## config.mk

```make
export PLATFORM = sky130hd
export DESIGN_NAME = tlik_cordic_cell
export DESIGN_NICKNAME = d
export VERILOG_FILES = /design/src/design/tlik_pkg.sv /design/src/design/tlik_cordic_cell.sv
export SDC_FILE = /design/constraint.sdc
export NUM_CORES = 2
export LEC_CHECK = 0
export ABC_AREA = 1
export BUFFER_PORTS_ARGS = -buffer_cell sky130_fd_sc_hd__buf_2
export CAP_MARGIN = 5
export CORE_MARGIN = 2
export CORE_UTILIZATION = 61
export DETAILED_ROUTE_END_ITERATION = 7
export HOLD_SLACK_MARGIN = 0.02
export PLACE_DENSITY = 0.87
export SYNTH_ARGS = -nofsm -noshare
export SYNTH_HDL_FRONTEND = slang
export SYNTH_SLANG_ARGS = --single-unit
```

## constraint.sdc

```tcl
create_clock -name clk -period 1.01 [get_ports clk]
set_clock_uncertainty 0.1 [all_clocks]
set_input_delay 0.202 -clock clk [delete_from_list [all_inputs] [get_ports clk]]
set_output_delay 0.202 -clock clk [all_outputs]
set_load 0.02 [all_outputs]
```

## src/design/tlik_pkg.sv

```systemverilog
// ============================================================================
// Two-link inverse kinematics package
// Shared widths, payload types, codes and the arctangent table for the
// inverse kinematics pipeline.
// ============================================================================
package tlik_pkg;

    localparam int COORD_W       = 16;
    localparam int ANGLE_W       = 16;
    localparam int LEN_W         = 15;
    localparam int CORDIC_STAGES = 16;
    localparam int DIV_STEPS     = 15;
    localparam int SQRT_STEPS    = 15;
    localparam int REM_W         = 33;
    localparam int DEN_W         = 31;
    localparam int RAD_W         = 30;
    localparam int CW            = 50;
    localparam int ZW            = 34;
    localparam int LANES         = 3;

    localparam logic [1:0] REACH_OK   = 2'd0;
    localparam logic [1:0] REACH_FAR  = 2'd1;
    localparam logic [1:0] REACH_NEAR = 2'd2;

    localparam logic [1:0] REG_LINK1    = 2'd0;
    localparam logic [1:0] REG_LINK2    = 2'd1;
    localparam logic [1:0] REG_SHOULDER = 2'd2;
    localparam logic [1:0] REG_ELBOW    = 2'd3;

    localparam logic [ZW-1:0] HALF_PI_Q30 = 34'sd1686629713;

    typedef struct packed {
        logic signed [COORD_W-1:0] target_x;
        logic signed [COORD_W-1:0] target_y;
    } target_t;

    typedef struct packed {
        logic [1:0]                reach_status;
        logic                      first_valid;
        logic signed [ANGLE_W-1:0] first_shoulder;
        logic signed [ANGLE_W-1:0] first_elbow;
        logic                      second_valid;
        logic signed [ANGLE_W-1:0] second_shoulder;
        logic signed [ANGLE_W-1:0] second_elbow;
    } result_t;

    // Per-request data that rides along the divider and root chains.
    typedef struct packed {
        logic signed [COORD_W-1:0] x;
        logic signed [COORD_W-1:0] y;
        logic [1:0]                status;
        logic                      neg;
        logic                      den_zero;
        logic signed [15:0]        c;
    } side_t;

    typedef struct packed {
        logic signed [CW-1:0] x;
        logic signed [CW-1:0] y;
        logic signed [ZW-1:0] z;
        logic                 zero;
    } cordic_lane_t;

    typedef struct packed {
        cordic_lane_t [LANES-1:0] lane;
        logic [1:0]               status;
    } cordic_bus_t;

    // atan(2^-i) in Q.30, truncated.
    function automatic logic [30:0] atan_q30(input logic [4:0] idx);
        case (idx)
            5'd0:    return 31'h3243F6A8;
            5'd1:    return 31'h1DAC6705;
            5'd2:    return 31'h0FADBAFC;
            5'd3:    return 31'h07F56EA6;
            5'd4:    return 31'h03FEAB76;
            5'd5:    return 31'h01FFD55B;
            5'd6:    return 31'h00FFFAAA;
            5'd7:    return 31'h007FFF55;
            5'd8:    return 31'h003FFFEA;
            5'd9:    return 31'h001FFFFD;
            5'd10:   return 31'h000FFFFF;
            5'd11:   return 31'h0007FFFF;
            5'd12:   return 31'h0003FFFF;
            5'd13:   return 31'h0001FFFF;
            5'd14:   return 31'h0000FFFF;
            5'd15:   return 31'h00007FFF;
            5'd16:   return 31'h00003FFF;
            5'd17:   return 31'h00001FFF;
            5'd18:   return 31'h00000FFF;
            5'd19:   return 31'h000007FF;
            5'd20:   return 31'h000003FF;
            5'd21:   return 31'h000001FF;
            5'd22:   return 31'h000000FF;
            5'd23:   return 31'h0000007F;
            5'd24:   return 31'h0000003F;
            5'd25:   return 31'h0000001F;
            5'd26:   return 31'h0000000F;
            5'd27:   return 31'h00000007;
            5'd28:   return 31'h00000003;
            5'd29:   return 31'h00000001;
            default: return 31'h00000000;
        endcase
    endfunction

endpackage

```

## src/design/tlik_cordic_cell.sv

```systemverilog
// ============================================================================
// CORDIC cell
// One vectoring micro-rotation applied to each of the three angle lanes.
// ============================================================================
module tlik_cordic_cell (
    input  logic                  clk,
    input  logic                  rst_n,
    input  logic                  en,
    input  logic [4:0]            stage,
    input  logic                  prev_valid,
    input  tlik_pkg::cordic_bus_t prev_bus,
    output logic                  valid_reg,
    output tlik_pkg::cordic_bus_t bus_reg
);

    tlik_pkg::cordic_bus_t       bus_next;
    logic signed [tlik_pkg::CW-1:0] xs [tlik_pkg::LANES];
    logic signed [tlik_pkg::CW-1:0] ys [tlik_pkg::LANES];
    logic signed [tlik_pkg::ZW-1:0] step;

    always_comb
    begin
        bus_next = prev_bus;
        step     = $signed({3'b000, tlik_pkg::atan_q30(stage)});
        for (int l = 0; l < tlik_pkg::LANES; l++)
        begin
            xs[l] = prev_bus.lane[l].x >>> stage;
            ys[l] = prev_bus.lane[l].y >>> stage;
            // A non-negative y rotates clockwise toward the x axis.
            if (!prev_bus.lane[l].y[tlik_pkg::CW-1])
            begin
                bus_next.lane[l].x = prev_bus.lane[l].x + ys[l];
                bus_next.lane[l].y = prev_bus.lane[l].y - xs[l];
                bus_next.lane[l].z = prev_bus.lane[l].z + step;
            end
            else
            begin
                bus_next.lane[l].x = prev_bus.lane[l].x - ys[l];
                bus_next.lane[l].y = prev_bus.lane[l].y + xs[l];
                bus_next.lane[l].z = prev_bus.lane[l].z - step;
            end
        end
    end

    always_ff @(posedge clk or negedge rst_n)
    begin
        if (!rst_n)
        begin
            valid_reg <= 1'b0;
        end
        else if (en)
        begin
            valid_reg <= prev_valid;
        end
    end

    always_ff @(posedge clk)
    begin
        if (en)
        begin
            bus_reg <= bus_next;
        end
    end

endmodule

```

==> impl_metrics.tcl, run 1 <==
set metrics [dict create \
    clock_sinks 408 \
    synth_largest_area_cell "nand2_1" \
    run.stop_error "[ERROR DPL-0033] detailed placement checks failed during check placement." \
    syn_nets 11800 \
    pre_cts_slack_ps -4080 \
    ctsHoldBuffers 12 \
    die_y_um 332 \
    htree_levels 2 \
    numPortBuffers 823 \
    synthArstFlopShare_pct 0.245 \
    synth-edff-count 407 \
    synth_most_common_cell "nand2_1" \
    cts_root_buffer "clkbuf_16" \
    synth_commonest_cells "3396 x nand2_1, 1848 x nand3_1, 989 x inv_1" \
    dp.final_hpwl_um 305000 \
    postCtsSetupRepairBufs 116 \
    ys_ff_latch 408 \
    ys_seq_area_share_pct 18.7 \
    clockBufferDepth 3 \
    status "did not finish" \
    cts_resized 1103 \
    placed_cells 15700 \
    gp_congestion 1.27 \
    synth.distinct_cells 62 \
    synth_top_cell_area_share_pct 19.5 \
    syn_avg_cell_area_sq_um 5.96 \
    num_io_pins 824 \
    synthCells 11000 \
    stop_stage "4_1_cts" \
    yosys-top-cells-area "nand2_1 19%, edfxtp_1 19%, nand3_1 14%" \
    rows 120 \
    cts_buffers 48 \
    start_util_pct 61.3 \
    yosysWarningCount 0 \
    synth-main-ff-cell "edfxtp_1" \
    synth_area_sq_mm 0.0654 \
    die_w_um 332 \
]
per-stage QoR:
stage,hold slack [ps],TNS [ps],util [%],area (sq um)
detailed placement,-115,-1413140,87.7,93600
global placement,-124,-1307190,87.7,93600
floorplan,-194,-982420,-,67200
cells by family after synthesis:
| logic type | count (synthesis) | synth area share [%] |
|---|---|---|
| simple gates | 6610 | 43.1 |
| mux | 1 | 0.0172 |
| fa+ha+maj | 420 | 8.13 |
| xor+xnor | 554 | 7.41 |
| flops | 408 | 18.7 |
| buf+inv | 1501 | 9.61 |
| compound gates | 1492 | 13.0 |
==> run 2: changes to the inputs <==
--- a/config.mk
+++ b/config.mk
@@ -9,10 +9,9 @@
 export BUFFER_PORTS_ARGS = -buffer_cell sky130_fd_sc_hd__buf_2
 export CAP_MARGIN = 5
 export CORE_MARGIN = 2
-export CORE_UTILIZATION = 61
+export CORE_UTILIZATION = 40
 export DETAILED_ROUTE_END_ITERATION = 7
-export HOLD_SLACK_MARGIN = 0.02
-export PLACE_DENSITY = 0.87
+export PLACE_DENSITY_LB_ADDON = 0.15
 export SYNTH_ARGS = -nofsm -noshare
 export SYNTH_HDL_FRONTEND = slang
 export SYNTH_SLANG_ARGS = --single-unit
==> impl_metrics.tcl, run 2 <==
set metrics [dict create \
    synth_top_family_by_area "simple AND/OR/NAND/NOR gates" \
    numPortBuffers 823 \
    grt.total_usage_pct 40.4 \
    ys_seq_area_share_pct 18.7 \
    worst_pin_slew_ps 895 \
    synthArstFlopShare_pct 0.245 \
    cp.arrival_ps 4440 \
    muxShareOfSynthArea_pct 0.0172 \
    synth_area_sq_mm 0.0654 \
    peakVddDrop_uv 1800 \
    fin_crit_ps 4120 \
    die_y_um 409 \
    period_share_pct 408 \
    total_power_uw 141000 \
    syn_avg_cell_area_sq_um 5.96 \
    fin_util_pct 64.8 \
    timing.slew.headroom_pct 40.1 \
    grt_setup_unrepaired "yes" \
    drc 2 \
    final_common_cell "buf_4" \
    clock_latency_ps 680 \
    hold_slack_ps -189 \
    fmax_mhz 243 \
    cts_buffers 46 \
    ys_ff_latch 408 \
    worstSetupStartpointType "primary input" \
    synth_most_common_cell "nand2_1" \
    yosysWarningCount 0 \
    ff2ff_setup_slack_ps 160 \
    clockBufferDepth 3 \
    violations "DRC, hold timing, setup timing" \
    post_drt_wl_per_cell_um 21.1 \
    yosys.area_share.simple_pct 43.1 \
    die_w_um 409 \
    gp_congestion 1.08 \
    crit_family "simple AND/OR/NAND/NOR gates" \
    critPathSlowestCell "bufbuf_16" \
    setup_ws_ps -3110 \
    ctsHoldBuffers 13 \
    drive_gt1_share_pct 38.8 \
    p_per_area_mw_per_mm2 1330 \
    synth-edff-count 407 \
    synth_compound_area_share_pct 13.0 \
    ant_nets 0 \
    grt_remaining_overflow 0 \
    synth-xor-area-share_pct 7.41 \
    cts_tree "yes" \
    cp-end-kind "flop" \
    syn_nets 11800 \
    setup_tns_ps -1259270 \
    pre_cts_slack_ps -4220 \
    start_util_pct 40.3 \
    grt_pass1_vias 90100 \
    finalSetupViolCount 821 \
    dp.final_hpwl_um 295000 \
    cts_root_buffer "clkbuf_16" \
    required_ps 1330 \
    synth-main-ff-cell "edfxtp_1" \
    antenna_found_initial 18 \
    synth_commonest_cells "3396 x nand2_1, 1848 x nand3_1, 989 x inv_1" \
    synth.distinct_cells 62 \
    crit_buf_inv 8 \
    criticalPathCategory "primary input to flop" \
    critical_path_peak_fanout 10 \
    yosys-top-cells-area "nand2_1 19%, edfxtp_1 19%, nand3_1 14%" \
    synth_fa_ha_area_share_pct 8.13 \
    num_io_pins 824 \
    drt_iter0_markers 8789 \
    core_sq_mm 0.163 \
    grt_max_degree 54 \
    finalMaxSlewViolations 0 \
    dr_total_vias 93000 \
    synthCells 11000 \
    grt_pass1_wl_um 521000 \
    status "finished with violations" \
    nets 15600 \
    clk_transition_reported_paths_ps 60 \
    htree_levels 2 \
    dieArea_sq_mm 0.167 \
    maxCapViolCount 0 \
    routed_wl_um 358000 \
    final_cell_mix "3148 x buf_4, 3114 x nand2_1, 1580 x nand3_1, 955 x inv_1, 817 x buf_2" \
    synth_largest_area_cell "nand2_1" \
    rows 148 \
    cpMostUsedCell "nand2_1" \
    largest_register_ffs 407 \
    finalHoldViolations 17 \
    clock_sinks 408 \
    vias_per_cell 5.47 \
    cpPeakStageDelay_ps 290 \
    p_leak_uw 0.0534 \
    firstDrtPassIters 8 \
    synth_top_cell_area_share_pct 19.5 \
    area_growth_pct 61.0 \
    hold_path_class "primary input to flop" \
]
run 2: cell counts after synthesis:
No cell type changed its count.
run 2: cell type report:
cell class              instances  area [sq um]
inverters                    1116          4270
clock inverters                27           322
diodes                         16          40.0
repair inverters                1          11.3
multi-input cells            9077         53500
repair buffers               4135         31100
fillers                     14900         57200
well taps                    2175          2720
flip-flops and latches        408         12200
clock buffers                  53          1180
run 2: layer usage:
layer	global-route usage [%]	wire length, um	up-vias	share of wire [%]
li1	-	-	44300	-
met1	45.3	131000	42900	36
met2	69.2	168000	4455	47
met3	5.41	25400	1292	7.1
met4	31.4	33800	6	9.4
met5	0	34	-	0.0095
run 2: stage by stage:
stage               hold WS [ps]  instance area [sq um]  cells
floorplan                   -194                  67200  11000
global placement            -123                  96900  16800
detailed placement          -121                  96900  16800
CTS                         -224                 102000  17000
global route                -197                 105000  17000
finish                      -189                 105000  17000
run 2: power breakdown:
part,switching [uW],internal (uW)
clock network,7700,9720
registers,1310,25200
logic,54700,41900
total,63700,76900
run 2: cells by family after synthesis:
kind of cell | Yosys count
and+or+nand+nor | 6610
buffers and inverters | 1501
AOI/OAI and AO/OA | 1492
xor gates and xnor gates | 554
adders and majority gates | 420
DFF | 408
muxes | 1
run 2: worst paths after layout:
path,startpoint,endpoint,depth (start not counted)
setup / recovery,stage[0],bus_reg[354],31
hold / removal,prev_bus[4],bus_reg[4],2
setup reg to reg,valid_reg,valid_reg,1
hold reg to reg,valid_reg,valid_reg,1
max in group asynchronous,rst_n,valid_reg,3
min in group asynchronous,rst_n,valid_reg,3
run 2: repair_timing:
action,CTS,global route
pin swaps,167,174
setup endpoints to repair,810,821
buffers inserted,56,35
resized for setup,655,578
endpoints found under the hold margin,53,14
gates cloned,22,7
(Power assumes the default switching activity.)
