## config.mk

```make
export PLATFORM = sky130hd
export DESIGN_NAME = tlik_div_cell
export DESIGN_NICKNAME = d
export VERILOG_FILES = /design/src/design/tlik_pkg.sv /design/src/design/tlik_div_cell.sv
export SDC_FILE = /design/constraint.sdc
export NUM_CORES = 1
export LEC_CHECK = 0
export BUFFER_PORTS_ARGS = -buffer_cell sky130_fd_sc_hd__buf_2
export CAP_MARGIN = 40
export CORE_MARGIN = 1
export CORE_UTILIZATION = 44
export CTS_BUF_LIST = sky130_fd_sc_hd__clkbuf_16
export DETAILED_ROUTE_END_ITERATION = 8
export MAX_ROUTING_LAYER = met4
export PLACE_DENSITY = 0.78
export SYNTH_ARGS = -nofsm -noshare
export SYNTH_HDL_FRONTEND = slang
export SYNTH_SLANG_ARGS = --single-unit
```

## constraint.sdc

```tcl
create_clock -name clk -period 1 [get_ports clk]
set_clock_uncertainty 0.2 [all_clocks]
set_input_delay 0 -clock clk [delete_from_list [all_inputs] [get_ports clk]]
set_output_delay 0 -clock clk [all_outputs]
set_load 0.05 [all_outputs]
```

## src/design/tlik_pkg.sv

```systemverilog
// ============================================================================
// Two-link inverse kinematics package
// Shared widths, payload types, codes and the arctangent table for the
// inverse kinematics pipeline.
// ============================================================================
package tlik_pkg;

    localparam int COORD_W       = 16;
    localparam int ANGLE_W       = 16;
    localparam int LEN_W         = 15;
    localparam int CORDIC_STAGES = 16;
    localparam int DIV_STEPS     = 15;
    localparam int SQRT_STEPS    = 15;
    localparam int REM_W         = 33;
    localparam int DEN_W         = 31;
    localparam int RAD_W         = 30;
    localparam int CW            = 50;
    localparam int ZW            = 34;
    localparam int LANES         = 3;

    localparam logic [1:0] REACH_OK   = 2'd0;
    localparam logic [1:0] REACH_FAR  = 2'd1;
    localparam logic [1:0] REACH_NEAR = 2'd2;

    localparam logic [1:0] REG_LINK1    = 2'd0;
    localparam logic [1:0] REG_LINK2    = 2'd1;
    localparam logic [1:0] REG_SHOULDER = 2'd2;
    localparam logic [1:0] REG_ELBOW    = 2'd3;

    localparam logic [ZW-1:0] HALF_PI_Q30 = 34'sd1686629713;

    typedef struct packed {
        logic signed [COORD_W-1:0] target_x;
        logic signed [COORD_W-1:0] target_y;
    } target_t;

    typedef struct packed {
        logic [1:0]                reach_status;
        logic                      first_valid;
        logic signed [ANGLE_W-1:0] first_shoulder;
        logic signed [ANGLE_W-1:0] first_elbow;
        logic                      second_valid;
        logic signed [ANGLE_W-1:0] second_shoulder;
        logic signed [ANGLE_W-1:0] second_elbow;
    } result_t;

    // Per-request data that rides along the divider and root chains.
    typedef struct packed {
        logic signed [COORD_W-1:0] x;
        logic signed [COORD_W-1:0] y;
        logic [1:0]                status;
        logic                      neg;
        logic                      den_zero;
        logic signed [15:0]        c;
    } side_t;

    typedef struct packed {
        logic signed [CW-1:0] x;
        logic signed [CW-1:0] y;
        logic signed [ZW-1:0] z;
        logic                 zero;
    } cordic_lane_t;

    typedef struct packed {
        cordic_lane_t [LANES-1:0] lane;
        logic [1:0]               status;
    } cordic_bus_t;

    // atan(2^-i) in Q.30, truncated.
    function automatic logic [30:0] atan_q30(input logic [4:0] idx);
        case (idx)
            5'd0:    return 31'h3243F6A8;
            5'd1:    return 31'h1DAC6705;
            5'd2:    return 31'h0FADBAFC;
            5'd3:    return 31'h07F56EA6;
            5'd4:    return 31'h03FEAB76;
            5'd5:    return 31'h01FFD55B;
            5'd6:    return 31'h00FFFAAA;
            5'd7:    return 31'h007FFF55;
            5'd8:    return 31'h003FFFEA;
            5'd9:    return 31'h001FFFFD;
            5'd10:   return 31'h000FFFFF;
            5'd11:   return 31'h0007FFFF;
            5'd12:   return 31'h0003FFFF;
            5'd13:   return 31'h0001FFFF;
            5'd14:   return 31'h0000FFFF;
            5'd15:   return 31'h00007FFF;
            5'd16:   return 31'h00003FFF;
            5'd17:   return 31'h00001FFF;
            5'd18:   return 31'h00000FFF;
            5'd19:   return 31'h000007FF;
            5'd20:   return 31'h000003FF;
            5'd21:   return 31'h000001FF;
            5'd22:   return 31'h000000FF;
            5'd23:   return 31'h0000007F;
            5'd24:   return 31'h0000003F;
            5'd25:   return 31'h0000001F;
            5'd26:   return 31'h0000000F;
            5'd27:   return 31'h00000007;
            5'd28:   return 31'h00000003;
            5'd29:   return 31'h00000001;
            default: return 31'h00000000;
        endcase
    endfunction

endpackage

```

## src/design/tlik_div_cell.sv

```systemverilog
// ============================================================================
// Divider cell
// One restoring division step: compares the partial remainder with the
// divisor and shifts one quotient bit in.
// ============================================================================
module tlik_div_cell (
    input  logic                         clk,
    input  logic                         rst_n,
    input  logic                         en,
    input  logic [tlik_pkg::DEN_W-1:0]   den,
    input  logic                         prev_valid,
    input  logic [tlik_pkg::REM_W-1:0]   prev_rem,
    input  logic [tlik_pkg::DIV_STEPS-1:0] prev_quo,
    input  tlik_pkg::side_t              prev_side,
    output logic                         valid_reg,
    output logic [tlik_pkg::REM_W-1:0]   rem_reg,
    output logic [tlik_pkg::DIV_STEPS-1:0] quo_reg,
    output tlik_pkg::side_t              side_reg
);

    logic [tlik_pkg::REM_W-1:0]     diff;
    logic                           take;
    logic [tlik_pkg::REM_W-1:0]     rem_next;
    logic [tlik_pkg::DIV_STEPS-1:0] quo_next;

    always_comb
    begin
        take     = prev_rem >= tlik_pkg::REM_W'(den);
        diff     = take ? prev_rem - tlik_pkg::REM_W'(den) : prev_rem;
        rem_next = {diff[tlik_pkg::REM_W-2:0], 1'b0};
        quo_next = {prev_quo[tlik_pkg::DIV_STEPS-2:0], take};
    end

    always_ff @(posedge clk or negedge rst_n)
    begin
        if (!rst_n)
        begin
            valid_reg <= 1'b0;
        end
        else if (en)
        begin
            valid_reg <= prev_valid;
        end
    end

    always_ff @(posedge clk)
    begin
        if (en)
        begin
            rem_reg  <= rem_next;
            quo_reg  <= quo_next;
            side_reg <= prev_side;
        end
    end

endmodule

```

# Word-level counts from Yosys, hierarchy flattened
# Cells that the tools add are included.
[word_totals]
ff_bits = 100
input_bits = 135
[classes]
n_addsub = 1
n_lt_le_gt_ge = 1
mux = 1
[op_table]
columns = ["op", "count"]
rows = [
  [">= comparator 33 x 31 -> 1 bit", 1],
  ["two-way mux 32 bit", 1],
  ["subtractor 32 x 31 -> 32 bit", 1],
]

# Longest topological paths before layout
[logic_depth]
ltp_word = 2
mapped_depth = 12
ltp_nobuf = 10

# Worst setup path after synthesis
# No wires, ideal clock.
[synth_path]
path_kind = "input port to flip-flop"
from = "in prev_rem[0] (netlist bit)"
to = "reg rem_reg[31] (netlist bit) (data pin)"
arrival_ns = 2.012
t_required_ns = 0.540
path_slack_ns = -1.472
path_stages = 10
path_cell_list = "inv_1 > ha_1 > fa_1 > and2b_1 > o2111ai_2 > a2111oi_0 > nor3_1 > a21oi_2 > mux2i_1 > mux2_4"
[synth_via]
elab_chain_cells = 2
[synth_lines]
columns = ["element", "line", "text"]
rows = [
  ["start: declaration", "tlik_div_cell.sv:12", "input logic [tlik_pkg::REM_W-1:0] prev_rem,"],
  ["subtractor 32 x 31 -> 32 bit / >= comparator 33 x 31 -> 1 bit (equally long branches)", "tlik_div_cell.sv:29, tlik_div_cell.sv:28", ""],
  ["two-way mux 32 bit *", "tlik_div_cell.sv:29", "diff = take ? prev_rem - tlik_pkg::REM_W'(den) : prev_rem;"],
  ["via diff (one bit)", "tlik_div_cell.sv:21", "logic [tlik_pkg::REM_W-1:0] diff;"],
  ["end signal: assignment", "tlik_div_cell.sv:50", "rem_reg <= rem_next;"],
  ["end: declaration", "tlik_div_cell.sv:16", "output logic [tlik_pkg::REM_W-1:0] rem_reg,"],
]
# Mark *: on every way through the listed nets, which the timed path passes. The rest lies on a longest branch.
# A chain may end at the register's enable or synchronous reset.

# Worst setup path in the final report
[layout_path]
from = "in den[1] (netlist bit)"
to = "reg rem_reg[30] (netlist bit) (data pin)"
[layout_via]
elab_chain_cells = 2
[layout_lines]
columns = ["element", "line", "text"]
rows = [
  ["start: declaration", "tlik_div_cell.sv:10", "input logic [tlik_pkg::DEN_W-1:0] den,"],
  ["subtractor 32 x 31 -> 32 bit / >= comparator 33 x 31 -> 1 bit (equally long branches)", "tlik_div_cell.sv:29, tlik_div_cell.sv:28", ""],
  ["two-way mux 32 bit *", "tlik_div_cell.sv:29", ""],
  ["via diff (one bit)", "tlik_div_cell.sv:21", ""],
]
# Marks and branches as above.

==> results.sh <==
export IMPL_outcome="finished with violations"
export IMPL_violations="hold timing, setup timing"
export IMPL_grt_pass1_wl_mm=41.4
export IMPL_yosysUniqueCellTypes=60
export IMPL_criticalPathCategory="input port to flop"
export IMPL_io_buffers=233
export IMPL_fin_crit_ns=2.58
export IMPL_syn_to_final_growth_pct=102
export IMPL_cp_max_fo=5
export IMPL_cp_startpoint="den[1]"
export IMPL_ant_nets=0
export IMPL_ys_flop_type="edfxtp_1"
export IMPL_finalSetupViolCount=133
export IMPL_grt_max_degree=22
export IMPL_root_buffer="clkbuf_16"
export IMPL_io_pins=236
export IMPL_grtUsageMet2_pct=73.4
export IMPL_use_met3_pct=11.2
export IMPL_layout_common_cells="157 x buf_4, 122 x buf_2, 116 x buf_6"
export IMPL_r2r_cells=1
export IMPL_cp_slowest_cell="a21oi_2"
export IMPL_die_h_um=114
export IMPL_hp_class="input port to flop"
export IMPL_syn_nets=643
export IMPL_start_kind="input port"
export IMPL_synth_edf_count=99
export IMPL_core_um2=12100
export IMPL_wl_per_cell_um=32.1
export IMPL_first_pass_iters=8
export IMPL_antenna_found_initial=2
export IMPL_worst_path_stages=11
export IMPL_via_per_inst=6.50
export IMPL_numCtsBuffers=9
export IMPL_crit_buf_inv=3
export IMPL_post_place_cells=996
export IMPL_wirelength_mm=36.7
export IMPL_arrival_ns=2.50
export IMPL_multi_input_area_um2=3070
export IMPL_clk_pin_slew_ns=0.09
export IMPL_dpl_worst_slack_ns=-1.70
export IMPL_rows=40
export IMPL_yosys_warnings=0
export IMPL_globalRouteOverflowTotal=0
export IMPL_worstMarginPinSlew_ns=0.642
export IMPL_drc=0
export IMPL_power_density_nw_per_um2=1520
export IMPL_final_common_cell="buf_4"
export IMPL_nNetsFinal=1134
export IMPL_rsz0062_at_grt="yes"
export IMPL_gp_congestion=0.933
export IMPL_hold_violations=42
export IMPL_report_final_slew_viol_count=0
export IMPL_grt_usage_pct=44.9
export IMPL_seq_area_um2=3000
export IMPL_ys_seq_area_share_pct=54.4
export IMPL_worstSetupEndpoint="rem_reg[30]"
export IMPL_cts_buffer_depth=2
export IMPL_fin_crit_sh_pct=258
export IMPL_relSlewSlack_pct=56.7
export IMPL_grt_pass1_vias=6894
export IMPL_worstPathRequired_ns=0.92
export IMPL_setup_ws_ns=-1.58
export IMPL_r2r_start="valid_reg"
export IMPL_syn_cell_area_um2=5510
export IMPL_instances_no_fill=1142
export IMPL_drive_above_1_share_pct=59.9
export IMPL_dr_total_vias=7425
export IMPL_end_kind="flop"
export IMPL_crit_chain="buf_8, inv_2, ha_4, nor2b_4, o211ai_1, a21o_4, buf_4, o311a_4, o21ai_2, xnor2_1, a21oi_2"
export IMPL_cts_tree="yes"
export IMPL_drt_initial_drc_count=1090
export IMPL_async_flop_share_pct=1.00
export IMPL_worstSkewPairLatency_ns=0.37
export IMPL_globalRoute_busiestLayer="met2"
export IMPL_hold_ws_ns=-0.236
export IMPL_rr_endpoint="valid_reg"
export IMPL_start_util_pct=45.5
export IMPL_fp_dieW_um=114
export IMPL_hpwlAfterDp_mm=13.7
export IMPL_largest_reg_flops=52
export IMPL_critPathMaxStageDelay_ns=0.40
export IMPL_numClockSinks=100
export IMPL_dieArea_um2=13000
export IMPL_avgSynthCellArea_um2=11.6
export IMPL_reg2reg_slack_ns=0
export IMPL_nFillCells=385
export IMPL_use_met1_pct=48.5
export IMPL_cap_violations=0
export IMPL_synth_cells=476
export IMPL_peakVddDrop_uv=1320
export IMPL_cts_htree_levels=3
export IMPL_p_leak_nw=4.83
export IMPL_ys_ff_latch=100
export IMPL_critPathTopFamily="compound AO/OA/AOI/OAI gates"
export IMPL_fmax_ghz=0.388
worst min path at each step:
stage	startpoint	end	slack (ns)	cells past startpoint
after global placement	rst_n	valid_reg	-0.43	1
after global routing	prev_rem[9]	rem_reg[10]	-0.25	2
after floorplan	rst_n	valid_reg	-0.50	0
final	prev_rem[9]	rem_reg[10]	-0.24	2
after CTS	prev_rem[1]	rem_reg[2]	-0.23	3
after detailed placement	rst_n	valid_reg	-0.42	1
cells in the mapped netlist, drive strengths merged (2+ instances only):
master	count	area (um2)
ha	31	388
nand3	4	20.0
o2111ai	2	23.8
xor2	7	61.3
nor4	2	12.5
a21oi	61	350
o21a	9	67.6
o21bai	5	37.5
nor2	48	188
nor3	6	35.0
a21boi	2	15.0
inv	39	146
a21o	7	53.8
o211ai	3	22.5
edfxtp	99	2970
a41o	2	20.0
nand2	30	115
o21ai	17	85.1
clkbuf	3	11.3
a221oi	2	23.8
xnor2	23	201
a31oi	3	18.8
a211oi	3	22.5
mux2	8	116
buf	21	155
nor2b	2	12.5
nand4	15	93.8
a211o	2	18.8
final cells by class:
cell class | count | area share, %
antenna | 2 | 0.0449
sequential | 100 | 26.9
clock buffer | 9 | 2.02
timing repair buffer | 504 | 39.7
clock inverter | 7 | 0.527
inverter | 39 | 1.49
tap | 168 | 1.88
multi-input combinational | 313 | 27.5
where the power goes:
part / switching (mW) / internal [mW] / total [mW]
Combinational: 4.43 / 3.24 / 7.67
Sequential: 0.370 / 5.19 / 5.56
Clock: 1.96 / 1.75 / 3.71
Total: 6.77 / 10.2 / 16.9
metal layers:
layer / vias up / part of all wire, %
li1: 2722 / -
met1: 3390 / 30
met3: 370 / 16
met2: 943 / 42
met5: - / 0
met4: 0 / 11
per-stage QoR:
stage	TNS [ns]	instance area (um2)	hold WS, ns	utilization, %	power, mW
after floorplan	-39.46	5740	-0.496	-	8.58
after global placement	-49.44	8100	-0.426	66.9	10.3
after detailed placement	-51.08	8100	-0.421	66.9	10.4
after CTS	-46.40	10700	-0.227	88.6	15.3
after global routing	-61.43	11200	-0.248	92.1	17.1
final	-60.68	11200	-0.236	92.1	16.9
kinds of logic after synthesis:
logic type	Yosys count	synth area share, %
xor gates and xnor gates	30	4.77
muxes	9	2.29
adders and majority gates	32	7.40
DFF	100	54.4
and+or+nand+nor	113	9.42
AOI/OAI and AO/OA	128	16.0
buffers and inverters	63	5.68
other	1	0.0680
what timing repair did:
action                                 in CTS  in global routing
cloned                                      5                  0
gates resized for setup                   319                 71
setup endpoints to repair                 133                133
hold buffers                               84                  1
endpoints found under the hold margin     144                 55
pin swaps                                  41                 41
setup buffers                              23                 22
No activity file was read; power rests on OpenSTA's default activity.
