[src/design/tlik_pkg.sv]
// ============================================================================
// Two-link inverse kinematics package
// Shared widths, payload types, codes and the arctangent table for the
// inverse kinematics pipeline.
// ============================================================================
package tlik_pkg;

    localparam int COORD_W       = 16;
    localparam int ANGLE_W       = 16;
    localparam int LEN_W         = 15;
    localparam int CORDIC_STAGES = 16;
    localparam int DIV_STEPS     = 15;
    localparam int SQRT_STEPS    = 15;
    localparam int REM_W         = 33;
    localparam int DEN_W         = 31;
    localparam int RAD_W         = 30;
    localparam int CW            = 50;
    localparam int ZW            = 34;
    localparam int LANES         = 3;

    localparam logic [1:0] REACH_OK   = 2'd0;
    localparam logic [1:0] REACH_FAR  = 2'd1;
    localparam logic [1:0] REACH_NEAR = 2'd2;

    localparam logic [1:0] REG_LINK1    = 2'd0;
    localparam logic [1:0] REG_LINK2    = 2'd1;
    localparam logic [1:0] REG_SHOULDER = 2'd2;
    localparam logic [1:0] REG_ELBOW    = 2'd3;

    localparam logic [ZW-1:0] HALF_PI_Q30 = 34'sd1686629713;

    typedef struct packed {
        logic signed [COORD_W-1:0] target_x;
        logic signed [COORD_W-1:0] target_y;
    } target_t;

    typedef struct packed {
        logic [1:0]                reach_status;
        logic                      first_valid;
        logic signed [ANGLE_W-1:0] first_shoulder;
        logic signed [ANGLE_W-1:0] first_elbow;
        logic                      second_valid;
        logic signed [ANGLE_W-1:0] second_shoulder;
        logic signed [ANGLE_W-1:0] second_elbow;
    } result_t;

    // Per-request data that rides along the divider and root chains.
    typedef struct packed {
        logic signed [COORD_W-1:0] x;
        logic signed [COORD_W-1:0] y;
        logic [1:0]                status;
        logic                      neg;
        logic                      den_zero;
        logic signed [15:0]        c;
    } side_t;

    typedef struct packed {
        logic signed [CW-1:0] x;
        logic signed [CW-1:0] y;
        logic signed [ZW-1:0] z;
        logic                 zero;
    } cordic_lane_t;

    typedef struct packed {
        cordic_lane_t [LANES-1:0] lane;
        logic [1:0]               status;
    } cordic_bus_t;

    // atan(2^-i) in Q.30, truncated.
    function automatic logic [30:0] atan_q30(input logic [4:0] idx);
        case (idx)
            5'd0:    return 31'h3243F6A8;
            5'd1:    return 31'h1DAC6705;
            5'd2:    return 31'h0FADBAFC;
            5'd3:    return 31'h07F56EA6;
            5'd4:    return 31'h03FEAB76;
            5'd5:    return 31'h01FFD55B;
            5'd6:    return 31'h00FFFAAA;
            5'd7:    return 31'h007FFF55;
            5'd8:    return 31'h003FFFEA;
            5'd9:    return 31'h001FFFFD;
            5'd10:   return 31'h000FFFFF;
            5'd11:   return 31'h0007FFFF;
            5'd12:   return 31'h0003FFFF;
            5'd13:   return 31'h0001FFFF;
            5'd14:   return 31'h0000FFFF;
            5'd15:   return 31'h00007FFF;
            5'd16:   return 31'h00003FFF;
            5'd17:   return 31'h00001FFF;
            5'd18:   return 31'h00000FFF;
            5'd19:   return 31'h000007FF;
            5'd20:   return 31'h000003FF;
            5'd21:   return 31'h000001FF;
            5'd22:   return 31'h000000FF;
            5'd23:   return 31'h0000007F;
            5'd24:   return 31'h0000003F;
            5'd25:   return 31'h0000001F;
            5'd26:   return 31'h0000000F;
            5'd27:   return 31'h00000007;
            5'd28:   return 31'h00000003;
            5'd29:   return 31'h00000001;
            default: return 31'h00000000;
        endcase
    endfunction

endpackage

[src/design/tlik_sqrt_cell.sv]
// ============================================================================
// Square root cell
// One digit step of the bit-by-bit integer square root.
// ============================================================================
module tlik_sqrt_cell (
    input  logic                       clk,
    input  logic                       rst_n,
    input  logic                       en,
    input  logic [3:0]                 stage,
    input  logic                       prev_valid,
    input  logic [tlik_pkg::RAD_W-1:0] prev_rad,
    input  logic [tlik_pkg::RAD_W-1:0] prev_root,
    input  tlik_pkg::side_t            prev_side,
    output logic                       valid_reg,
    output logic [tlik_pkg::RAD_W-1:0] rad_reg,
    output logic [tlik_pkg::RAD_W-1:0] root_reg,
    output tlik_pkg::side_t            side_reg
);

    logic [4:0]                 shamt;
    logic [tlik_pkg::RAD_W-1:0] bitv;
    logic [tlik_pkg::RAD_W-1:0] trial;
    logic [tlik_pkg::RAD_W-1:0] rad_next;
    logic [tlik_pkg::RAD_W-1:0] root_next;

    always_comb
    begin
        shamt = 5'd28 - {stage, 1'b0};
        bitv  = tlik_pkg::RAD_W'(1) << shamt;
        trial = prev_root + bitv;
        if (prev_rad >= trial)
        begin
            rad_next  = prev_rad - trial;
            root_next = (prev_root >> 1) + bitv;
        end
        else
        begin
            rad_next  = prev_rad;
            root_next = prev_root >> 1;
        end
    end

    always_ff @(posedge clk or negedge rst_n)
    begin
        if (!rst_n)
        begin
            valid_reg <= 1'b0;
        end
        else if (en)
        begin
            valid_reg <= prev_valid;
        end
    end

    always_ff @(posedge clk)
    begin
        if (en)
        begin
            rad_reg  <= rad_next;
            root_reg <= root_next;
            side_reg <= prev_side;
        end
    end

endmodule

[config.mk]
export PLATFORM = sky130hd
export DESIGN_NAME = tlik_sqrt_cell
export DESIGN_NICKNAME = d
export VERILOG_FILES = /design/src/design/tlik_pkg.sv /design/src/design/tlik_sqrt_cell.sv
export SDC_FILE = /design/constraint.sdc
export NUM_CORES = 1
export LEC_CHECK = 0
export BUFFER_PORTS_ARGS = -buffer_cell sky130_fd_sc_hd__buf_2
export CORE_ASPECT_RATIO = 1.4
export CORE_MARGIN = 1.5
export CORE_UTILIZATION = 40
export DETAILED_ROUTE_END_ITERATION = 16
export GPL_ROUTABILITY_DRIVEN = 0
export PLACE_DENSITY = 0.73
export SYNTH_ARGS = -nofsm -noshare
export SYNTH_HDL_FRONTEND = slang
export SYNTH_SLANG_ARGS = --single-unit
[constraint.sdc]
create_clock -name clk -period 1.1 [get_ports clk]
set_input_delay 0 -clock clk [delete_from_list [all_inputs] [get_ports clk]]
set_output_delay 0 -clock clk [all_outputs]
set_load 0.03 [all_outputs]
* Word level (Yosys, flattened, before mapping)
Cells that the tools add are included.
** Storage, ports and cells
- Register bits :: 113
- Input bits :: 120
- Output and inout port bits :: 113
** Operators by class
- Add/sub/neg operators :: 4
- Order comparisons :: 1
- Shift-type cells :: 1
- Muxes and demuxes :: 2
** Operators by type and width (number)
- 29-bit by 30-bit adder with 30-bit output :: 1
- 30-bit adder :: 1
- 30-bit >= comparator :: 1
- 30-bit 2-to-1 mux :: 1
- 1-bit by 5-bit left shift with 30-bit output (first input constant) :: 1
- 30-bit subtractor :: 1
- 29-bit 2-to-1 mux :: 1
- 5-bit subtractor (first input constant) :: 1

* Longest topological paths before layout
Gate-level depths: netlist (run 1).
- Depth after elaboration :: 5
- Gate-level depth with buffers :: 26

* Least setup slack after synthesis (run 1)
OpenSTA, ideal clock, no wires.
- Kind :: input port to flip-flop
- Start :: input stage[0]
- End :: register rad_reg[20] (netlist bit) (data pin)
- Arrival time :: 4201 ps
- Slack :: -3361 ps
- Stages on the path :: 26
- Path buffers :: 5
- Path through :: buf_6 > buf_2 > nand2b_1 > nor2_1 > ha_1 > ha_1 > o21ai_0 > a21oi_1 > o221ai_1 > o22ai_1 > o2111ai_1 > a21oi_1 > o31ai_1 > xor2_1 > ha_1 > and3_1 > a31oi_1 > o21ai_0 > nor3_1 > a211oi_1 > or2_1 > clkbuf_1 > buf_2 > buf_2 > nor2_1 > a21oi_1
** Between the ends
- Longest elaborated chain between the ends :: 5
- Elaborated cells between the ends (all ways) :: 6
** RTL lines
- from (decl) :: line tlik_sqrt_cell.sv:9 : input logic [3:0] stage,
- 5-bit subtractor * :: line tlik_sqrt_cell.sv:28 : shamt = 5'd28 - {stage, 1'b0};
- 1-bit by 5-bit left shift with 30-bit output * :: line tlik_sqrt_cell.sv:29 : bitv = tlik_pkg::RAD_W'(1) << shamt;
- 30-bit adder * :: line tlik_sqrt_cell.sv:30 : trial = prev_root + bitv;
- 30-bit subtractor or 30-bit >= comparator (tied branches) :: line tlik_sqrt_cell.sv:33, tlik_sqrt_cell.sv:31
- 30-bit 2-to-1 mux * :: line tlik_sqrt_cell.sv:31 : if (prev_rad >= trial)
- named net rad_next (one bit) :: line tlik_sqrt_cell.sv:23 : logic [tlik_pkg::RAD_W-1:0] rad_next;
- to (signal assigned) :: line tlik_sqrt_cell.sv:59 : rad_reg <= rad_next;
- to (decl) :: line tlik_sqrt_cell.sv:15 : output logic [tlik_pkg::RAD_W-1:0] rad_reg,
The timed path passes the listed nets; every way through them passes the cells marked *.
A chain may end at the register's enable or synchronous reset.

* Final worst setup path (run 1)
- Start :: input stage[3]
- End :: register rad_reg[17] (netlist bit) (data pin)
Same word-level chain as after synthesis.

==> results of run 1 <==
[path summary, 6_finish.rpt]
| path | to | slack (ps) | depth (start not counted) |
|---|---|---|---|
| setup reg to reg | valid_reg$_DFFE_PN0P_ | 330 | 1 |
| hold reg to reg | valid_reg$_DFFE_PN0P_ | 540 | 1 |
| max in group asynchronous | valid_reg$_DFFE_PN0P_ | 600 | 3 |
| min in group asynchronous | valid_reg$_DFFE_PN0P_ | 400 | 3 |
| setup / recovery | rad_reg[17]$_DFFE_PP_ | -3310 | 23 |
| hold / removal | rad_reg[28]$_DFFE_PP_ | 4 | 3 |
[where the power goes]
part | switching, mW | internal, mW
registers | 0.121 | 5.28
clock network | 2.20 | 3.78
logic | 4.05 | 3.27
[cell usage after synthesis, types with 18 or more instances]
| library cell | count | area, sq um |
|---|---|---|
| o21ai_0 | 53 | 265 |
| a31oi_1 | 19 | 119 |
| edfxtp_1 | 112 | 3360 |
| a21o_1 | 18 | 135 |
| ha_1 | 48 | 601 |
| inv_1 | 28 | 105 |
| nor2_1 | 59 | 221 |
| xnor2_1 | 55 | 482 |
| xor2_1 | 35 | 307 |
| nand2_1 | 96 | 360 |
| a21oi_1 | 60 | 300 |
| clkbuf_1 | 23 | 86.3 |
| nand3_1 | 23 | 115 |
[worst max-delay path, cell delays in order]
cell       delay (ps)
buf_6             110
clkbuf_16         150
buf_4             140
nand2b_4          170
buf_4             150
nor2_1            390
nand3_2           190
a211oi_2          300
o22ai_2           150
buf_4             180
o21ai_2           210
a21oi_1           130
xor2_1            170
ha_1              340
a21o_1            250
a21oi_2           190
o21ai_2           100
nor3_2            230
a211oi_2          120
or2_4             350
buf_12            190
buf_8             140
a31o_4            200
[repair_timing]
action	CTS	global route
hold buffers	82	1
resized for setup	149	106
buffers inserted	30	22
endpoints found under the hold margin	81	1
pin swaps	57	54
gates cloned	7	2
setup endpoints to repair	60	60
[kinds of logic after synthesis]
| logic type | Yosys count |
|---|---|
| muxes | 7 |
| buffers and inverters | 73 |
| xor gates and xnor gates | 90 |
| adders and majority gates | 54 |
| DFF | 113 |
| AOI/OAI and AO/OA | 246 |
| and+or+nand+nor | 277 |
[layout by cell type (no fill, tap or decap), types with 6 or more instances in the layout]
master         instances
dlygate4sd3_1         83
o21ai_0               22
nor2_2                 6
nand2b_1              10
buf_8                  7
xnor2_1               48
buf_12                17
buf_4                304
nor3_2                 8
nand3_1               18
a21o_1                18
o211ai_1               7
a31oi_1               13
a21oi_2               19
nand2_2               13
clkbuf_16             19
o21ai_1               19
buf_2                227
nor2_4                13
nand4_1               13
ha_1                  42
o21ai_2               15
xnor2_2                7
xor2_1                32
nand2_1               72
nor2b_1                7
buf_6                 17
a21oi_1               40
edfxtp_1             112
nand2_4               11
nor2_1                40
inv_1                 27
[per-layer routing]
metal / wire length, microns / share of wire / GRT usage / vias up
met4: 3250 / 0.084 / 0.204 / 0
met1: 13500 / 0.35 / 0.328 / 4844
met2: 19000 / 0.49 / 0.542 / 770
li1: - / - / - / 4497
met3: 3210 / 0.083 / 0.0489 / 288
met5: 0 / 0 / 0 / -
[stage by stage]
stage          setup WS (ps)  instances  hold WS (ps)  TNS (ps)  total power [mW]
6_report               -3310       1764          4.19   -190600              18.7
2_1_floorplan          -3160        860          -296   -176840              8.48
3_5_place_dp           -3530       1589          -218   -202630              10.8
4_1_cts                -2770       1740          2.00   -155100              17.9
3_3_place_gp           -3400       1589          -226   -194670              10.7
5_1_grt                -3350       1763          7.69   -194120              19.3
[layout make-up]
| cell class | count | area [sq um] | area share |
|---|---|---|---|
| Timing Repair Buffer | 661 | 5050 | 0.333 |
| Clock inverter | 14 | 186 | 0.0123 |
| Antenna cell | 4 | 10.0 | 0.000660 |
| Tap cell | 252 | 315 | 0.0208 |
| Sequential cell | 113 | 3390 | 0.224 |
| Clock buffer | 18 | 429 | 0.0283 |
| Inverter | 28 | 105 | 0.00693 |
| Multi-Input combinational cell | 674 | 5680 | 0.375 |
==> metrics.md, run 1 <==
| Metric | Value |
|---|---|
| Outcome | finished with violations |
| Failing checks | setup timing |
| Crit path arrival time | about 4600 ps |
| Main synth FF type | edfxtp_1 |
| Clock root buffer | clkbuf_16 |
| # nets final | ~1700 |
| CTS H-tree lvls | 4 |
| Routed via count | roughly 10000 |
| Clock sink total | ~110 |
| Final HPWL DP | ~21000 microns |
| DRT iter0 DRCs | 1253 |
| Fin worst setup slack | -3310 ps |
| Post-synth EDFFs | 112 |
| Netlist Area Pre-Place | about 0.008 sq mm |
| RSZ-0062 raised after global routing | true |
| Adder-Cell Fraction of Synth Area | 0.0814 |
| Clk slew on worst S/H paths | around 60 ps |
| Global-route wire length before repair | roughly 52000 microns |
| Synth cell types | a little under 80 |
| Mux contribution to synthesized area | 0.00881 |
| Complex-gate fraction of the synthesized area | 0.197 |
| Startpoint Class | input port |
| DRC | 0 |
| Post-DP Area | roughly 0.012 sq mm |
| Achievable frequency | 227 MHz |
| Largest net degree at the start of global routing | 28 |
| RR Startpoint | valid_reg$_DFFE_PN0P_ |
| Core Area | roughly 0.020 sq mm |
| Final Max Slew Viols | 0 |
| Seq/Total Area, Yosys | 0.411 |
| Critical path type | input port to register |
| Gate Count Post-Synth | 860 |
| Die footprint | roughly 0.021 sq mm |
| Crit path capture type | register |
| HP Class | input port to register |
| Fin crit share | 4.01 |
| Time the worst path needs with I/O delays and setup | 4410 ps |
| Worst slew margin | 0.600 |
| Largest family of logic cells by synthesized area | compound AO/OA/AOI/OAI gates |
| Least-Margin Pin Slew | between 500 and 600 ps |
| CP required | approximately 1300 ps |
| Longest Clk Path Bufs | 2 |
| Beginning of the critical path | stage[3] |
| Vias per inst | between 5 and 6 |
| Die width | between 100 and 150 microns |
| Starting Density | 0.412 |
| Antenna violations before repair | 3 |
| Post-layout util | 0.758 |
| # IOs | 233 |
| Synth async-reset ratio | 0.00885 |
| YS warnings | 0 |
| Num CTS Buffers | 17 |
| Max VDD drop | 1260 uV |
| Finished Cell Area | around 0.015 sq mm |
| Antenna Violating Nets Remaining | 0 |
| Share of post-route cells with drive strength above 1 | 0.531 |
| Crit Path Max Fanout | 7 |
| Clock Latency Late Sink | approximately 430 ps |
| Synthesis-stage register bit count | around 110 |
| Vias in the first global route | 9962 |
| Post-synthesis xor/xnor area fraction | 0.0957 |
| Routed wire length per instance | roughly 22 microns |
| Fillers | around 1200 |
| WL final | roughly 39000 microns |
| Row cnt | a little over 60 |
| DRT Pass-1 Iters | 6 |
| Final setup skew | 0 ps |
| Leakage dissipation | ~6.7 nW |
| Area share of and/or/nand/nor cells after synthesis | 0.167 |
| Gr usage total | 0.303 |
| Syn avg cell area | 9.58 sq um |
| I/O Buffers | approximately 230 |
| Max Cap Viol | 0 |
| Final setup violation count | 61 |
| Synth-to-Final Area Change | 84.1% |
| Largest register FFs | 52 |
| Hold Crit Start | prev_rad[28] |
| CTS tree | done |
| Die Span Y | approximately 170 microns |
| PwrDens | 1230 mW/mm^2 |
| Gr ovfl total | 0 |
| Synthesized net count | 1029 |
| Hold violation total from the final report | 0 |
(Power assumes the default switching activity.)
==> run 2: changes to the inputs <==
--- a/config.mk
+++ b/config.mk
@@ -5,13 +5,14 @@
 export SDC_FILE = /design/constraint.sdc
 export NUM_CORES = 1
 export LEC_CHECK = 0
-export BUFFER_PORTS_ARGS = -buffer_cell sky130_fd_sc_hd__buf_2
+export CAP_MARGIN = 0
 export CORE_ASPECT_RATIO = 1.4
 export CORE_MARGIN = 1.5
 export CORE_UTILIZATION = 40
 export DETAILED_ROUTE_END_ITERATION = 16
+export DONT_BUFFER_PORTS = 1
 export GPL_ROUTABILITY_DRIVEN = 0
-export PLACE_DENSITY = 0.73
+export PLACE_DENSITY = 0.63
 export SYNTH_ARGS = -nofsm -noshare
 export SYNTH_HDL_FRONTEND = slang
 export SYNTH_SLANG_ARGS = --single-unit
==> run 2 against run 1 <==
Compared with the run above:
- the flow finishes with violations (hold timing, setup timing)
- total power decreased by 7.1%
- cell count decreased by 16%
- clock skew unchanged
- sequential power increased by 18%
- critical path type unchanged
- critical endpoint is now rad_reg[25]$_DFFE_PP_
- highest routed layer unchanged
==> metrics.md, run 2 (synthesis gave the netlist of run 1 again) <==
| Metric | Value |
|---|---|
| Outcome | finished with violations |
| Failing checks | hold timing, setup timing |
| Routed wire length per instance | 19.5 microns (-11%) |
| Clock root buffer | clkbuf_16 |
| Final Max Slew Viols | 0 (unchanged) |
| Share of post-route cells with drive strength above 1 | 0.390 (-0.140) |
| Critical path type | input port to register |
| Time the worst path needs with I/O delays and setup | 3690 ps (-721 ps) |
| Beginning of the critical path | stage[0] |
| Global-route wire length before repair | 44200 microns (-14%) |
| Reg area | 0.00339 sq mm (unchanged) |
| Largest register FFs | 52 (unchanged) |
| Reg-to-reg slack, setup | 360 ps (+30 ps) |
| Crit path capture type | register |
| Num CTS Buffers | 17 (unchanged) |
| Post-DP Area | 0.0103 sq mm (-14%) |
| Longest Clk Path Bufs | 2 (unchanged) |
| CTS H-tree lvls | 4 (unchanged) |
| Crit path to | rad_reg[25]$_DFFE_PP_ |
| Worst slew margin | 0.571 (-0.0283) |
| Die width | 124 microns (unchanged) |
| Final setup skew | 0 ps (unchanged) |
| Slowest stage delay, CP | 370 ps (-20 ps) |
| Reg-to-reg endpoint | valid_reg$_DFFE_PN0P_ |
| CP max-delay cell | a221o_1 |
| Worst Hold Depth | 0 (-3) |
| Vias in the first global route | 8400 (-16%) |
| Startpoint Class | input port |
| Starting Density | 0.412 (unchanged) |
| Fin worst setup slack | -2590 ps (+721 ps) |
| RSZ-0062 raised after global routing | true |
| Core Area | 0.0200 sq mm (unchanged) |
| Hold violation total from the final report | 113 (+113) |
| Worst Hold Slack | -314 ps (-318 ps) |
| Largest delay contributor family on the critical path | compound AO/OA/AOI/OAI gates |
| Clock sink total | 113 (unchanged) |
| Vias per inst | 5.57 (-5.4%) |
| DRT Pass-1 Iters | 6 (unchanged) |
| Leakage dissipation | 5.48 nW (-18%) |
| Final HPWL DP | 19100 microns (-11%) |
| Post-CTS Hold Buffers | 113 (+38%) |
| I/O Buffers | 0 (-100%) |
| HP Class | input port to register |
| Routed via count | 8273 (-20%) |
| Max VDD drop | 874 uV (-31%) |
| Achievable frequency | 271 MHz (+20%) |
| Final setup violation count | 60 (-1.6%) |
| Clock Latency Late Sink | 430 ps (about the same) |
| Synth-to-Final Area Change | 62.9% |
| # IOs | 233 (unchanged) |
| CP Buf/Inv Count | 1 (-6) |
| Most frequent cells in the layout | buf_4 (243), dlygate4sd3_1 (113), edfxtp_1 (112), nand2_1 (70), xnor2_1 (46) |
| Commonest non-fill, non-tap cell in the layout | buf_4 |
| Fin crit share | 3.35 (-0.655) |
| Antenna Violating Nets Remaining | 0 (unchanged) |
| R2R depth | 1 (unchanged) |
| Die footprint | 0.0215 sq mm (unchanged) |
| Antenna violations before repair | 0 (-3) |
| Fillers | 1506 (+27%) |
| Largest net degree at the start of global routing | 114 (+310%) |
| Crit path arrival time | 3970 ps (-610 ps) |
| Number of cells on the critical path | 22 (-4.3%) |
| PwrDens | 1300 mW/mm^2 (+5.0%) |
| Ant diodes | 0 (-4) |
| Clk slew on worst S/H paths | 60 ps (about the same) |
| Row cnt | 61 (unchanged) |
| Worst-path cell chain | nand2b_4 > nor2_4 > ha_4 > ha_4 > nand2_4 > a21oi_4 > o221ai_2 > o22ai_1 > and2_4 > maj3_2 > nand2_2 > xnor2_2 > ha_1 > a21o_1 > a311o_1 > a221o_1 > or3_4 > o211ai_1 > buf_4 > a21oi_4 > o211a_1 > nor3_2 |
| Max Cap Viol | 0 (unchanged) |
| Crit Path Max Fanout | 19 (+12) |
| WL final | 29000 microns (-26%) |
| RR Startpoint | valid_reg$_DFFE_PN0P_ |
| DRT iter0 DRCs | 452 (-64%) |
| CP required | 1380 ps (+110 ps) |
| # nets final | 1388 (-17%) |
| Die Span Y | 173 microns (unchanged) |
| Finished Cell Area | 0.0134 sq mm (-12%) |
| Post-layout util | 0.671 (-0.0873) |
| DRC | 0 (unchanged) |
| Least-Margin Pin Slew | 637 ps (+51.7 ps) |
| Gr usage total | 0.261 (-0.0428) |
| Area occupied by multi-input gates | 0.00555 sq mm (-2.2%) |
| CTS tree | done |
| Gr ovfl total | 0 (unchanged) |
run 2: changes by cell type in the layout (fill, tap and decap cells not counted), sizes merged:
cell / change
nor2: +1
clkinv: -2
inv: -2
dlygate4sd3: +30
clkbuf: +4
clkinvlp: -2
buf: -305
diode: -4
run 2: cell type report:
class                           count  share of cell area
Timing Repair Buffer              384               0.254
Multi-Input combinational cell    675               0.414
Inverter                           28             0.00784
Sequential cell                   113               0.253
Clock buffer                       24              0.0374
Clock inverter                      8              0.0111
Tap cell                          252              0.0235
run 2: timing repair:
item | 4_1_cts | 5_1_grt
buffers inserted | 24 | 11
endpoints found under the setup margin | 60 | 60
cloned | 6 | 0
endpoints found under the hold margin | 225 | 113
pin swaps | 69 | 45
gates resized for setup | 116 | 90
run 2: metrics by stage:
step	hold WS, ps	power [mW]	setup WS, ps	instances	setup TNS [ps]
5_1_grt	-326	18.0	-2760	1484	-157720
4_1_cts	-340	17.0	-2500	1476	-143540
3_3_place_gp	-296	9.73	-3320	1302	-183720
3_5_place_dp	-296	9.78	-3350	1302	-186140
2_1_floorplan	-296	8.48	-3160	860	-176840
6_report	-314	17.4	-2590	1484	-146410
run 2: worst min path at each step:
stage,startpoint,endpoint,slack [ps]
global route,en,root_reg[5]$_DFFE_PP_,-330
finish,en,root_reg[5]$_DFFE_PP_,-310
detailed placement,rst_n,valid_reg$_DFFE_PN0P_,-300
CTS,en,root_reg[5]$_DFFE_PP_,-340
global placement,rst_n,valid_reg$_DFFE_PN0P_,-300
floorplan,rst_n,valid_reg$_DFFE_PN0P_,-300
run 2: where the power goes:
group          switching (mW)  leakage (nW)  internal (mW)
Sequential               1.05          1.11           5.33
Clock                    2.01         0.313           4.09
Combinational            2.31          4.06           2.58
run 2: metal layers:
layer	routed length [microns]	vias up	GRT usage
li1	-	3944	-
met1	11400	3907	0.288
met2	14700	328	0.465
met3	1470	94	0.0575
met4	1330	0	0.137
met5	0	-	0
